--- config.mk ---
export PLATFORM = sky130hd
export DESIGN_NAME = radial_vignette_feather
export DESIGN_NICKNAME = d
export VERILOG_FILES = /design/src/src/rvf_pkg.sv /design/src/src/radial_vignette_feather.sv
export SDC_FILE = /design/constraint.sdc
export NUM_CORES = 2
export LEC_CHECK = 0
export BUFFER_PORTS_ARGS = -buffer_cell sky130_fd_sc_hd__buf_2
export CAP_MARGIN = 25
export CORE_MARGIN = 2
export CORE_UTILIZATION = 68
export CTS_CLUSTER_DIAMETER = 100
export CTS_CLUSTER_SIZE = 28
export DETAILED_ROUTE_END_ITERATION = 8
export GPL_ROUTABILITY_DRIVEN = 0
export PLACE_DENSITY = 0.95
export RECOVER_POWER = 50
export SLEW_MARGIN = 10
export SYNTH_ARGS = -nofsm -noshare
export SYNTH_HDL_FRONTEND = slang
export SYNTH_SLANG_ARGS = --single-unit
--- constraint.sdc ---
create_clock -name clk -period 11.9 [get_ports clk]
set_input_delay 2.975 -clock clk [delete_from_list [all_inputs] [get_ports clk]]
set_output_delay 2.975 -clock clk [all_outputs]
set_load 0.1 [all_outputs]
--- src/src/rvf_pkg.sv ---
// rvf_pkg: types and constants for the radial vignette feather block
// no dependencies; imported by src/radial_vignette_feather.sv
package rvf_pkg;

  localparam int COORD_BITS      = 13;
  localparam int ALPHA_FRAC_BITS = 16;
  localparam int CH_BITS         = 8;
  localparam int DIST_FRAC       = 8;

  // squared distance and square root sizes
  localparam int D2_BITS    = 2 * COORD_BITS + 1;
  localparam int SQ_IN_BITS = D2_BITS + 2 * DIST_FRAC;
  localparam int SQ_STEPS   = (SQ_IN_BITS + 1) / 2;
  localparam int SQ_PAD     = 2 * SQ_STEPS;
  localparam int ROOT_BITS  = SQ_STEPS;
  localparam int SQ_REM     = ROOT_BITS + 2;

  // division sizes: quotient bits up to and including the value one
  localparam int DVD_BITS  = ROOT_BITS + ALPHA_FRAC_BITS - DIST_FRAC;
  localparam int DIV_STEPS = ALPHA_FRAC_BITS + 1;
  localparam int DIV_REM   = COORD_BITS + 1;
  localparam int CMP_BITS  = DVD_BITS + COORD_BITS + DIV_STEPS;
  localparam int KEEP_BITS = ALPHA_FRAC_BITS + 1;
  localparam int PROD_BITS = CH_BITS + KEEP_BITS;

  localparam logic [KEEP_BITS-1:0] ALPHA_ONE = KEEP_BITS'(1) << ALPHA_FRAC_BITS;

  // input, diff, square, sum, root steps, range check, divide steps, alpha, scale
  localparam int PIPE_DEPTH = 4 + SQ_STEPS + 1 + DIV_STEPS + 2;

  localparam int CFG_IDX_BITS = 3;

  typedef enum logic [CFG_IDX_BITS-1:0] {
    CFG_FEATHER_ENABLE = 3'd0,
    CFG_CENTER_COL     = 3'd1,
    CFG_CENTER_ROW     = 3'd2,
    CFG_FADE_RADIUS    = 3'd3,
    CFG_BAND_TOP_ROW   = 3'd4
  } cfg_reg_t;

  typedef struct packed {
    logic [COORD_BITS-1:0] pixel_col;
    logic [COORD_BITS-1:0] pixel_row;
    logic [CH_BITS-1:0]    chan_blue;
    logic [CH_BITS-1:0]    chan_green;
    logic [CH_BITS-1:0]    chan_red;
  } pixel_t;

  typedef struct packed {
    logic [CH_BITS-1:0] out_blue;
    logic [CH_BITS-1:0] out_green;
    logic [CH_BITS-1:0] out_red;
  } result_t;

  // channels and the darken flag ride along the pipe
  typedef struct packed {
    logic               active;
    logic [CH_BITS-1:0] blue;
    logic [CH_BITS-1:0] green;
    logic [CH_BITS-1:0] red;
  } side_t;

endpackage

--- src/src/radial_vignette_feather.sv ---
// radial_vignette_feather: pipelined radial darkening of a bottom image band
// an accepted start passes the input, diff, square, sum, root, range, divide, alpha and scale stages to done;
// one pixel per cycle while busy is low, no stall inside the pipe; depth set by the 22-step square root pipe
// and the 17-step divider pipe; reset clears all valid bits and loads register defaults (radius 1, rest 0)
// busy is a registered copy of rst, high during reset and in the cycle after it; done cannot be held off
// depends on src/rvf_pkg.sv
module radial_vignette_feather (
  input  logic                                clk,
  input  logic                                rst,
  input  logic                                start,
  output logic                                busy,
  input  rvf_pkg::pixel_t                     pixel,
  output logic                                done,
  output rvf_pkg::result_t                    result,
  input  logic                                cfg_we,
  input  logic [rvf_pkg::CFG_IDX_BITS-1:0]    cfg_index,
  input  logic [rvf_pkg::COORD_BITS-1:0]      cfg_data
);
  import rvf_pkg::*;

  logic                  feather_enable;
  logic [COORD_BITS-1:0] center_col;
  logic [COORD_BITS-1:0] center_row;
  logic [COORD_BITS-1:0] fade_radius;
  logic [COORD_BITS-1:0] band_top_row;

  always_ff @(posedge clk) begin
    if (rst) begin
      feather_enable <= 1'b0;
      center_col     <= '0;
      center_row     <= '0;
      fade_radius    <= COORD_BITS'(1);
      band_top_row   <= '0;
    end else if (cfg_we) begin
      case (cfg_index)
        CFG_FEATHER_ENABLE: feather_enable <= cfg_data[0];
        CFG_CENTER_COL:     center_col     <= cfg_data;
        CFG_CENTER_ROW:     center_row     <= cfg_data;
        CFG_FADE_RADIUS:    fade_radius    <= cfg_data;
        CFG_BAND_TOP_ROW:   band_top_row   <= cfg_data;
        default: ;
      endcase
    end
  end

  always_ff @(posedge clk) begin
    busy <= rst;
  end

  logic accept;
  assign accept = start && !busy;

  // stage 0: capture
  logic                  v0;
  logic [COORD_BITS-1:0] col0, row0;
  side_t                 side0;

  always_ff @(posedge clk) begin
    if (rst) v0 <= 1'b0;
    else     v0 <= accept;
  end

  always_ff @(posedge clk) begin
    col0         <= pixel.pixel_col;
    row0         <= pixel.pixel_row;
    side0.active <= feather_enable && (pixel.pixel_row >= band_top_row);
    side0.blue   <= pixel.chan_blue;
    side0.green  <= pixel.chan_green;
    side0.red    <= pixel.chan_red;
  end

  // stage 1: distances to the center
  logic                  v1;
  logic [COORD_BITS-1:0] dx1, dy1;
  side_t                 side1;

  always_ff @(posedge clk) begin
    if (rst) v1 <= 1'b0;
    else     v1 <= v0;
  end

  always_ff @(posedge clk) begin
    dx1   <= (col0 >= center_col) ? col0 - center_col : center_col - col0;
    dy1   <= (row0 >= center_row) ? row0 - center_row : center_row - row0;
    side1 <= side0;
  end

  // stage 2: squares
  logic                    v2;
  logic [2*COORD_BITS-1:0] sqx2, sqy2;
  side_t                   side2;

  always_ff @(posedge clk) begin
    if (rst) v2 <= 1'b0;
    else     v2 <= v1;
  end

  always_ff @(posedge clk) begin
    sqx2  <= (2*COORD_BITS)'(dx1) * (2*COORD_BITS)'(dx1);
    sqy2  <= (2*COORD_BITS)'(dy1) * (2*COORD_BITS)'(dy1);
    side2 <= side1;
  end

  // stage 3: squared distance
  logic               v3;
  logic [D2_BITS-1:0] d2_3;
  side_t              side3;

  always_ff @(posedge clk) begin
    if (rst) v3 <= 1'b0;
    else     v3 <= v2;
  end

  always_ff @(posedge clk) begin
    d2_3  <= D2_BITS'(sqx2) + D2_BITS'(sqy2);
    side3 <= side2;
  end

  // square root of d2 scaled by 2^16, one result bit per stage
  logic                 sq_v    [SQ_STEPS];
  logic [SQ_PAD-1:0]    sq_n    [SQ_STEPS];
  logic [ROOT_BITS-1:0] sq_root [SQ_STEPS];
  logic [SQ_REM-1:0]    sq_rem  [SQ_STEPS];
  side_t                sq_side [SQ_STEPS];

  for (genvar j = 0; j < SQ_STEPS; j++) begin : g_sqrt
    logic                 in_v;
    logic [SQ_PAD-1:0]    in_n;
    logic [ROOT_BITS-1:0] in_root;
    logic [SQ_REM-1:0]    in_rem;
    side_t                in_side;
    logic [SQ_REM-1:0]    rem_sh;
    logic [SQ_REM-1:0]    trial;
    logic                 ge;

    if (j == 0) begin : g_first
      assign in_v    = v3;
      assign in_n    = SQ_PAD'({d2_3, {(2 * DIST_FRAC){1'b0}}});
      assign in_root = '0;
      assign in_rem  = '0;
      assign in_side = side3;
    end else begin : g_next
      assign in_v    = sq_v[j-1];
      assign in_n    = sq_n[j-1];
      assign in_root = sq_root[j-1];
      assign in_rem  = sq_rem[j-1];
      assign in_side = sq_side[j-1];
    end

    always_comb begin
      rem_sh = {in_rem[SQ_REM-3:0], in_n[SQ_PAD-1-2*j -: 2]};
      trial  = {in_root, 2'b01};
      ge     = (rem_sh >= trial);
    end

    always_ff @(posedge clk) begin
      if (rst) sq_v[j] <= 1'b0;
      else     sq_v[j] <= in_v;
    end

    always_ff @(posedge clk) begin
      sq_n[j]    <= in_n;
      sq_root[j] <= {in_root[ROOT_BITS-2:0], ge};
      sq_rem[j]  <= ge ? rem_sh - trial : rem_sh;
      sq_side[j] <= in_side;
    end
  end

  // range stage: flags a zero radius or a quotient of two or more, either of which saturates alpha
  logic                v4;
  logic                ovf4;
  logic [DVD_BITS-1:0] dvd4;
  logic [DIV_REM-1:0]  rem4;
  side_t               side4;
  logic [DVD_BITS-1:0] dvd_in;

  assign dvd_in = DVD_BITS'({sq_root[SQ_STEPS-1], {(ALPHA_FRAC_BITS - DIST_FRAC){1'b0}}});

  always_ff @(posedge clk) begin
    if (rst) v4 <= 1'b0;
    else     v4 <= sq_v[SQ_STEPS-1];
  end

  always_ff @(posedge clk) begin
    ovf4  <= (fade_radius == '0) ||
             (CMP_BITS'(dvd_in) >= (CMP_BITS'(fade_radius) << DIV_STEPS));
    dvd4  <= dvd_in;
    rem4  <= DIV_REM'(dvd_in >> DIV_STEPS);
    side4 <= sq_side[SQ_STEPS-1];
  end

  // restoring divider, one quotient bit per stage
  logic                 dv_v    [DIV_STEPS];
  logic                 dv_ovf  [DIV_STEPS];
  logic [DVD_BITS-1:0]  dv_dvd  [DIV_STEPS];
  logic [DIV_REM-1:0]   dv_rem  [DIV_STEPS];
  logic [DIV_STEPS-1:0] dv_q    [DIV_STEPS];
  side_t                dv_side [DIV_STEPS];

  for (genvar k = 0; k < DIV_STEPS; k++) begin : g_div
    logic                 in_v;
    logic                 in_ovf;
    logic [DVD_BITS-1:0]  in_dvd;
    logic [DIV_REM-1:0]   in_rem;
    logic [DIV_STEPS-1:0] in_q;
    side_t                in_side;
    logic [DIV_REM-1:0]   rem_sh;
    logic [DIV_REM-1:0]   rad;
    logic                 ge;

    if (k == 0) begin : g_first
      assign in_v    = v4;
      assign in_ovf  = ovf4;
      assign in_dvd  = dvd4;
      assign in_rem  = rem4;
      assign in_q    = '0;
      assign in_side = side4;
    end else begin : g_next
      assign in_v    = dv_v[k-1];
      assign in_ovf  = dv_ovf[k-1];
      assign in_dvd  = dv_dvd[k-1];
      assign in_rem  = dv_rem[k-1];
      assign in_q    = dv_q[k-1];
      assign in_side = dv_side[k-1];
    end

    always_comb begin
      rem_sh = {in_rem[DIV_REM-2:0], in_dvd[DIV_STEPS-1-k]};
      rad    = DIV_REM'(fade_radius);
      ge     = (rem_sh >= rad);
    end

    always_ff @(posedge clk) begin
      if (rst) dv_v[k] <= 1'b0;
      else     dv_v[k] <= in_v;
    end

    always_ff @(posedge clk) begin
      dv_ovf[k]  <= in_ovf;
      dv_dvd[k]  <= in_dvd;
      dv_rem[k]  <= ge ? rem_sh - rad : rem_sh;
      dv_q[k]    <= {in_q[DIV_STEPS-2:0], ge};
      dv_side[k] <= in_side;
    end
  end

  // alpha stage: keep = one minus capped alpha
  logic                 v5;
  logic [KEEP_BITS-1:0] keep5;
  side_t                side5;
  logic [KEEP_BITS-1:0] quot;

  assign quot = KEEP_BITS'(dv_q[DIV_STEPS-1]);

  always_ff @(posedge clk) begin
    if (rst) v5 <= 1'b0;
    else     v5 <= dv_v[DIV_STEPS-1];
  end

  always_ff @(posedge clk) begin
    keep5 <= (dv_ovf[DIV_STEPS-1] || (quot > ALPHA_ONE)) ? '0 : ALPHA_ONE - quot;
    side5 <= dv_side[DIV_STEPS-1];
  end

  // scale stage, also the output register
  logic [PROD_BITS-1:0] prod_b, prod_g, prod_r;

  assign prod_b = PROD_BITS'(side5.blue)  * PROD_BITS'(keep5);
  assign prod_g = PROD_BITS'(side5.green) * PROD_BITS'(keep5);
  assign prod_r = PROD_BITS'(side5.red)   * PROD_BITS'(keep5);

  always_ff @(posedge clk) begin
    if (rst) done <= 1'b0;
    else     done <= v5;
  end

  always_ff @(posedge clk) begin
    if (side5.active) begin
      result.out_blue  <= prod_b[ALPHA_FRAC_BITS +: CH_BITS];
      result.out_green <= prod_g[ALPHA_FRAC_BITS +: CH_BITS];
      result.out_red   <= prod_r[ALPHA_FRAC_BITS +: CH_BITS];
    end else begin
      result.out_blue  <= side5.blue;
      result.out_green <= side5.green;
      result.out_red   <= side5.red;
    end
  end

`ifndef NO_ASSERTIONS
  // every result comes from an earlier accepted transaction, checked against PIPE_DEPTH
  a_done_latency : assert property (@(posedge clk) disable iff (rst)
    done |-> $past(start && !busy, PIPE_DEPTH))
    else $error("done without a matching start");

  // darkening never brightens a channel
  a_no_brighten : assert property (@(posedge clk) disable iff (rst)
    done |-> (result.out_blue  <= $past(pixel.chan_blue,  PIPE_DEPTH)) &&
             (result.out_green <= $past(pixel.chan_green, PIPE_DEPTH)) &&
             (result.out_red   <= $past(pixel.chan_red,   PIPE_DEPTH)))
    else $error("output channel above input channel");

  // reset flushes the pipe
  a_reset_flush : assert property (@(posedge clk)
    $past(rst) |-> !done)
    else $error("done right after reset");
`endif

endmodule
==> summary.txt <==
Run status
  – Outcome: completed

Final layout
  – Final design utilization: 71.9%
  – Layout area overhead: 5.27%
  – Fillers: 9695
  – Layout cells sized above 1: 5.45%
  – Most common cell after layout, fill and taps aside: dfxtp_1
  – Final Cell Area: 114000 um2
  – Commonest cells after routing, fill and taps aside: dfxtp_1 (2690), inv_1 (1133), ha_1 (835)
  – Nets: 11400

Synthesis
  – Syn_nets: 11400
  – Mapped Cells: 10000
  – Synth Flop Type: dfxtp_1
  – Yosys reg bits: around 2700
  – Post-synth EDFFs: 0
  – Seq/Total Area, Yosys: about half
  – Yosys cell types: 83
  – Post-synthesis instance area: 108000 um2
  – Synth warn: 0
  – Syn_area_per_cell: 10.8 um2
  – Asr flop ratio synth: 0%

Clocking
  – Worst-skew pair later-pin latency: 0.82 ns
  – Post-CTS sizing: 0
  – Clock sink count: 2690
  – Post-CTS Hold Fix Bufs: 0
  – CTS max path bufs: 3
  – Reg clk slew, reported paths: 0.11 ns
  – Root buf cell: clkbuf_16
  – Post-CTS Setup Bufs: 0
  – Cts bufs inserted: 109
  – # H-tree levels: 3
  – CTS tree: done

Global route
  – First-pass GRT wire length: around 350000 um
  – Grt ovf: 0
  – GR Util met1: 28.9%
  – Gr busiest metal: met2
  – Largest net degree at the start of global routing: 101
  – Vias in the first global route: approximately 74000
  – GRT Total Usage: 26.3%
  – Grt met2 use: 48.5%
  – Initial antenna violation count: 6
  – GRT met3 Usage: 4.14%

Place
  – I/O Buffers: 95
  – HPWL Detailed: 154000 um
  – Placement Cell Area: approximately 110000 um2

Critical path
  – Crit path launch: dy1[5]$_DFF_P_
  – Setup crit start kind: flip-flop
  – Crit end category: flip-flop
  – FF-to-FF path depth: 22
  – Worst Path Max Fanout: 11
  – WP data arrival: roughly 7 ns
  – Critical Path RT: roughly 13 ns
  – Worst setup path category: flip-flop to flip-flop
  – Reg2Reg Setup Slack: between 5 and 6 ns
  – FF-to-FF Start: dy1[5]$_DFF_P_
  – Critical R2R Capture: sqy2[25]$_DFF_P_

Route
  – Iteration-0 DRC Markers: 5273
  – Post-route ant nets: 0
  – DR vias: 70200
  – DR vias/cell: 5.79
  – DRC: 0
  – Detailed Routing Iterations Pass 1: 6
  – Drt total wl: 214000 um
  – Routed len/inst: 17.7 um

Die
  – Core Box Area: ~160000 um2
  – Die height: 402 um
  – Starting density of the core: 68.3%
  – Num rows: ~150
  – Die ar.: approximately 160000 um2
  – Die Wd: 402 um
  – # IOs: 96

Timing
  – Top achievable clock speed: ~0.16 GHz
  – Unrepaired setup endpoints after global routing: false
  – # setup viols final: 0
  – Hold slack: 0.306 ns
  – Sum Neg Setup Slack: 0 ns
  – Min Tclk post-route: 6.38 ns
  – Final hold viol count: 0
  – Fin. max-slew vios: 0
  – Setup Skew: just over 0.07 ns
  – Max-slew headroom: between 20% and 30%
  – Period utilisation layout: a little over half
  – Worst-Margin Slew: 1.08 ns

Hold path
  – WHS Endpoint: g_div[0].in_side[17]$_DFF_P_
  – WHS Path Cells: 0
  – Hold Startpoint: sq_side[21][17]$_DFF_P_
  – Hold WC Path Type: flip-flop to flip-flop

Job
  – Max-cap check violation count: 0

Pwr
  – Pwr Density: between 200 and 300 nW/um2
  – Switching Power: around 13 mW
  – Combinational power share: between 50% and 60%
  – Pleak: 52.8 nW
  – Sw Ratio: between 30% and 40%
  – Register share of total power: approximately 37%
  – Clk network pwr share: 12.9%
  – Internal power: between 20 and 25 mW
  – VDD IR max: approximately 1.1 mV
  – Total power: 33.7 mW
-- registers in the layout, indices dropped and copies added (netlist names), 24 cells and up --
register / cells
sq_side: 550
dv_side: 425
sq_rem: 423
sq_root: 237
dv_rem: 208
sq_n: 198
dv_q: 153
dv_dvd: 36
d2_3: 27
g_div.in_side: 25
g_sqrt.in_side: 25
side0: 25
side1: 25
side2: 25
side5: 25
sqx2: 25
sqy2: 25
result: 24
-- through the flow --
stage          worst slack (ns)  std cells
3_3_place_gp               5.87      12000
5_1_grt                    5.34      12100
6_report                   5.52      12100
2_1_floorplan              6.22      10000
4_1_cts                    5.60      12100
3_5_place_dp               5.65      12000
-- how the worst max path moves through the flow --
stage | to | slack [ns] | cells after the start
finish | sqy2[25]$_DFF_P_ | 5.52 | 22
global route | sqy2[25]$_DFF_P_ | 5.34 | 22
CTS | sqy2[25]$_DFF_P_ | 5.60 | 22
detailed placement | sqy2[25]$_DFF_P_ | 5.65 | 22
global placement | sqy2[25]$_DFF_P_ | 5.87 | 22
floorplan | sqy2[25]$_DFF_P_ | 6.22 | 23
-- metal layers --
metal | wire length (um) | vias to the layer above
met2 | 110000 | 2780
met1 | 79900 | 33700
met5 | 13 | -
li1 | - | 32800
met3 | 12600 | 910
met4 | 12000 | 2
-- critical path: stages (launching register included) --
cell and delay [ns]:
dfxtp_1 0.57, inv_1 0.19, nor2_1 0.26, inv_1 0.11, fa_1 0.52, inv_1 0.06, fa_1 0.53, inv_1 0.05
fa_1 0.48, inv_1 0.06, fa_1 0.47, inv_1 0.05, fa_1 0.47, inv_1 0.04, ha_1 0.21, or2_2 0.33
or3_1 0.40, o21ai_0 0.31, a21oi_1 0.16, or3_1 0.43, a31o_2 0.25, a21oi_1 0.19, xor2_1 0.17
-- synthesized netlist by cell type (all sizes together) (92+ instances only) --
cell type / n / area, um2
o21ai: 319 / 1600
and2: 321 / 2010
nor2: 422 / 1580
nor3: 135 / 676
ha: 835 / 10400
mux2: 208 / 2340
a21o: 174 / 1310
fa: 484 / 9690
nand3: 109 / 546
nor2b: 146 / 913
clkbuf: 184 / 691
xor2: 219 / 1920
inv: 1133 / 4250
nand2: 765 / 2870
xnor2: 398 / 3490
a21oi: 481 / 2410
dfxtp: 2690 / 53900
nand2b: 92 / 578
-- power groups by stage --
stage,combinational (mW),sequential [mW],clock (mW)
finish,16.9,12.5,4.36
global route,18.8,12.6,4.75
CTS,16.7,12.4,4.45
detailed placement,16.4,12.6,0
global placement,15.3,12.5,0
floorplan,12.9,12.2,0
-- area by class of cell --
class,instances,area (um2),share of cell area (%)
clock buffer,112,2790,2.46
inverter,1133,4250,3.74
clock inverter,12,226,0.199
antenna,7,17.5,0.0154
multi-input combinational,5978,49100,43.2
timing repair buffer,134,800,0.703
tap,2072,2590,2.28
sequential,2690,53900,47.4
-- kinds of logic after synthesis --
family / share of synthesized area (%)
flops: 49.9
simple gates: 10.6
compound gates: 8.61
buf+inv: 4.67
fa+ha+maj: 18.6
xor+xnor: 5.00
mux: 2.59
other cells: 0.00347
No activity file was read; power rests on OpenSTA's default activity.
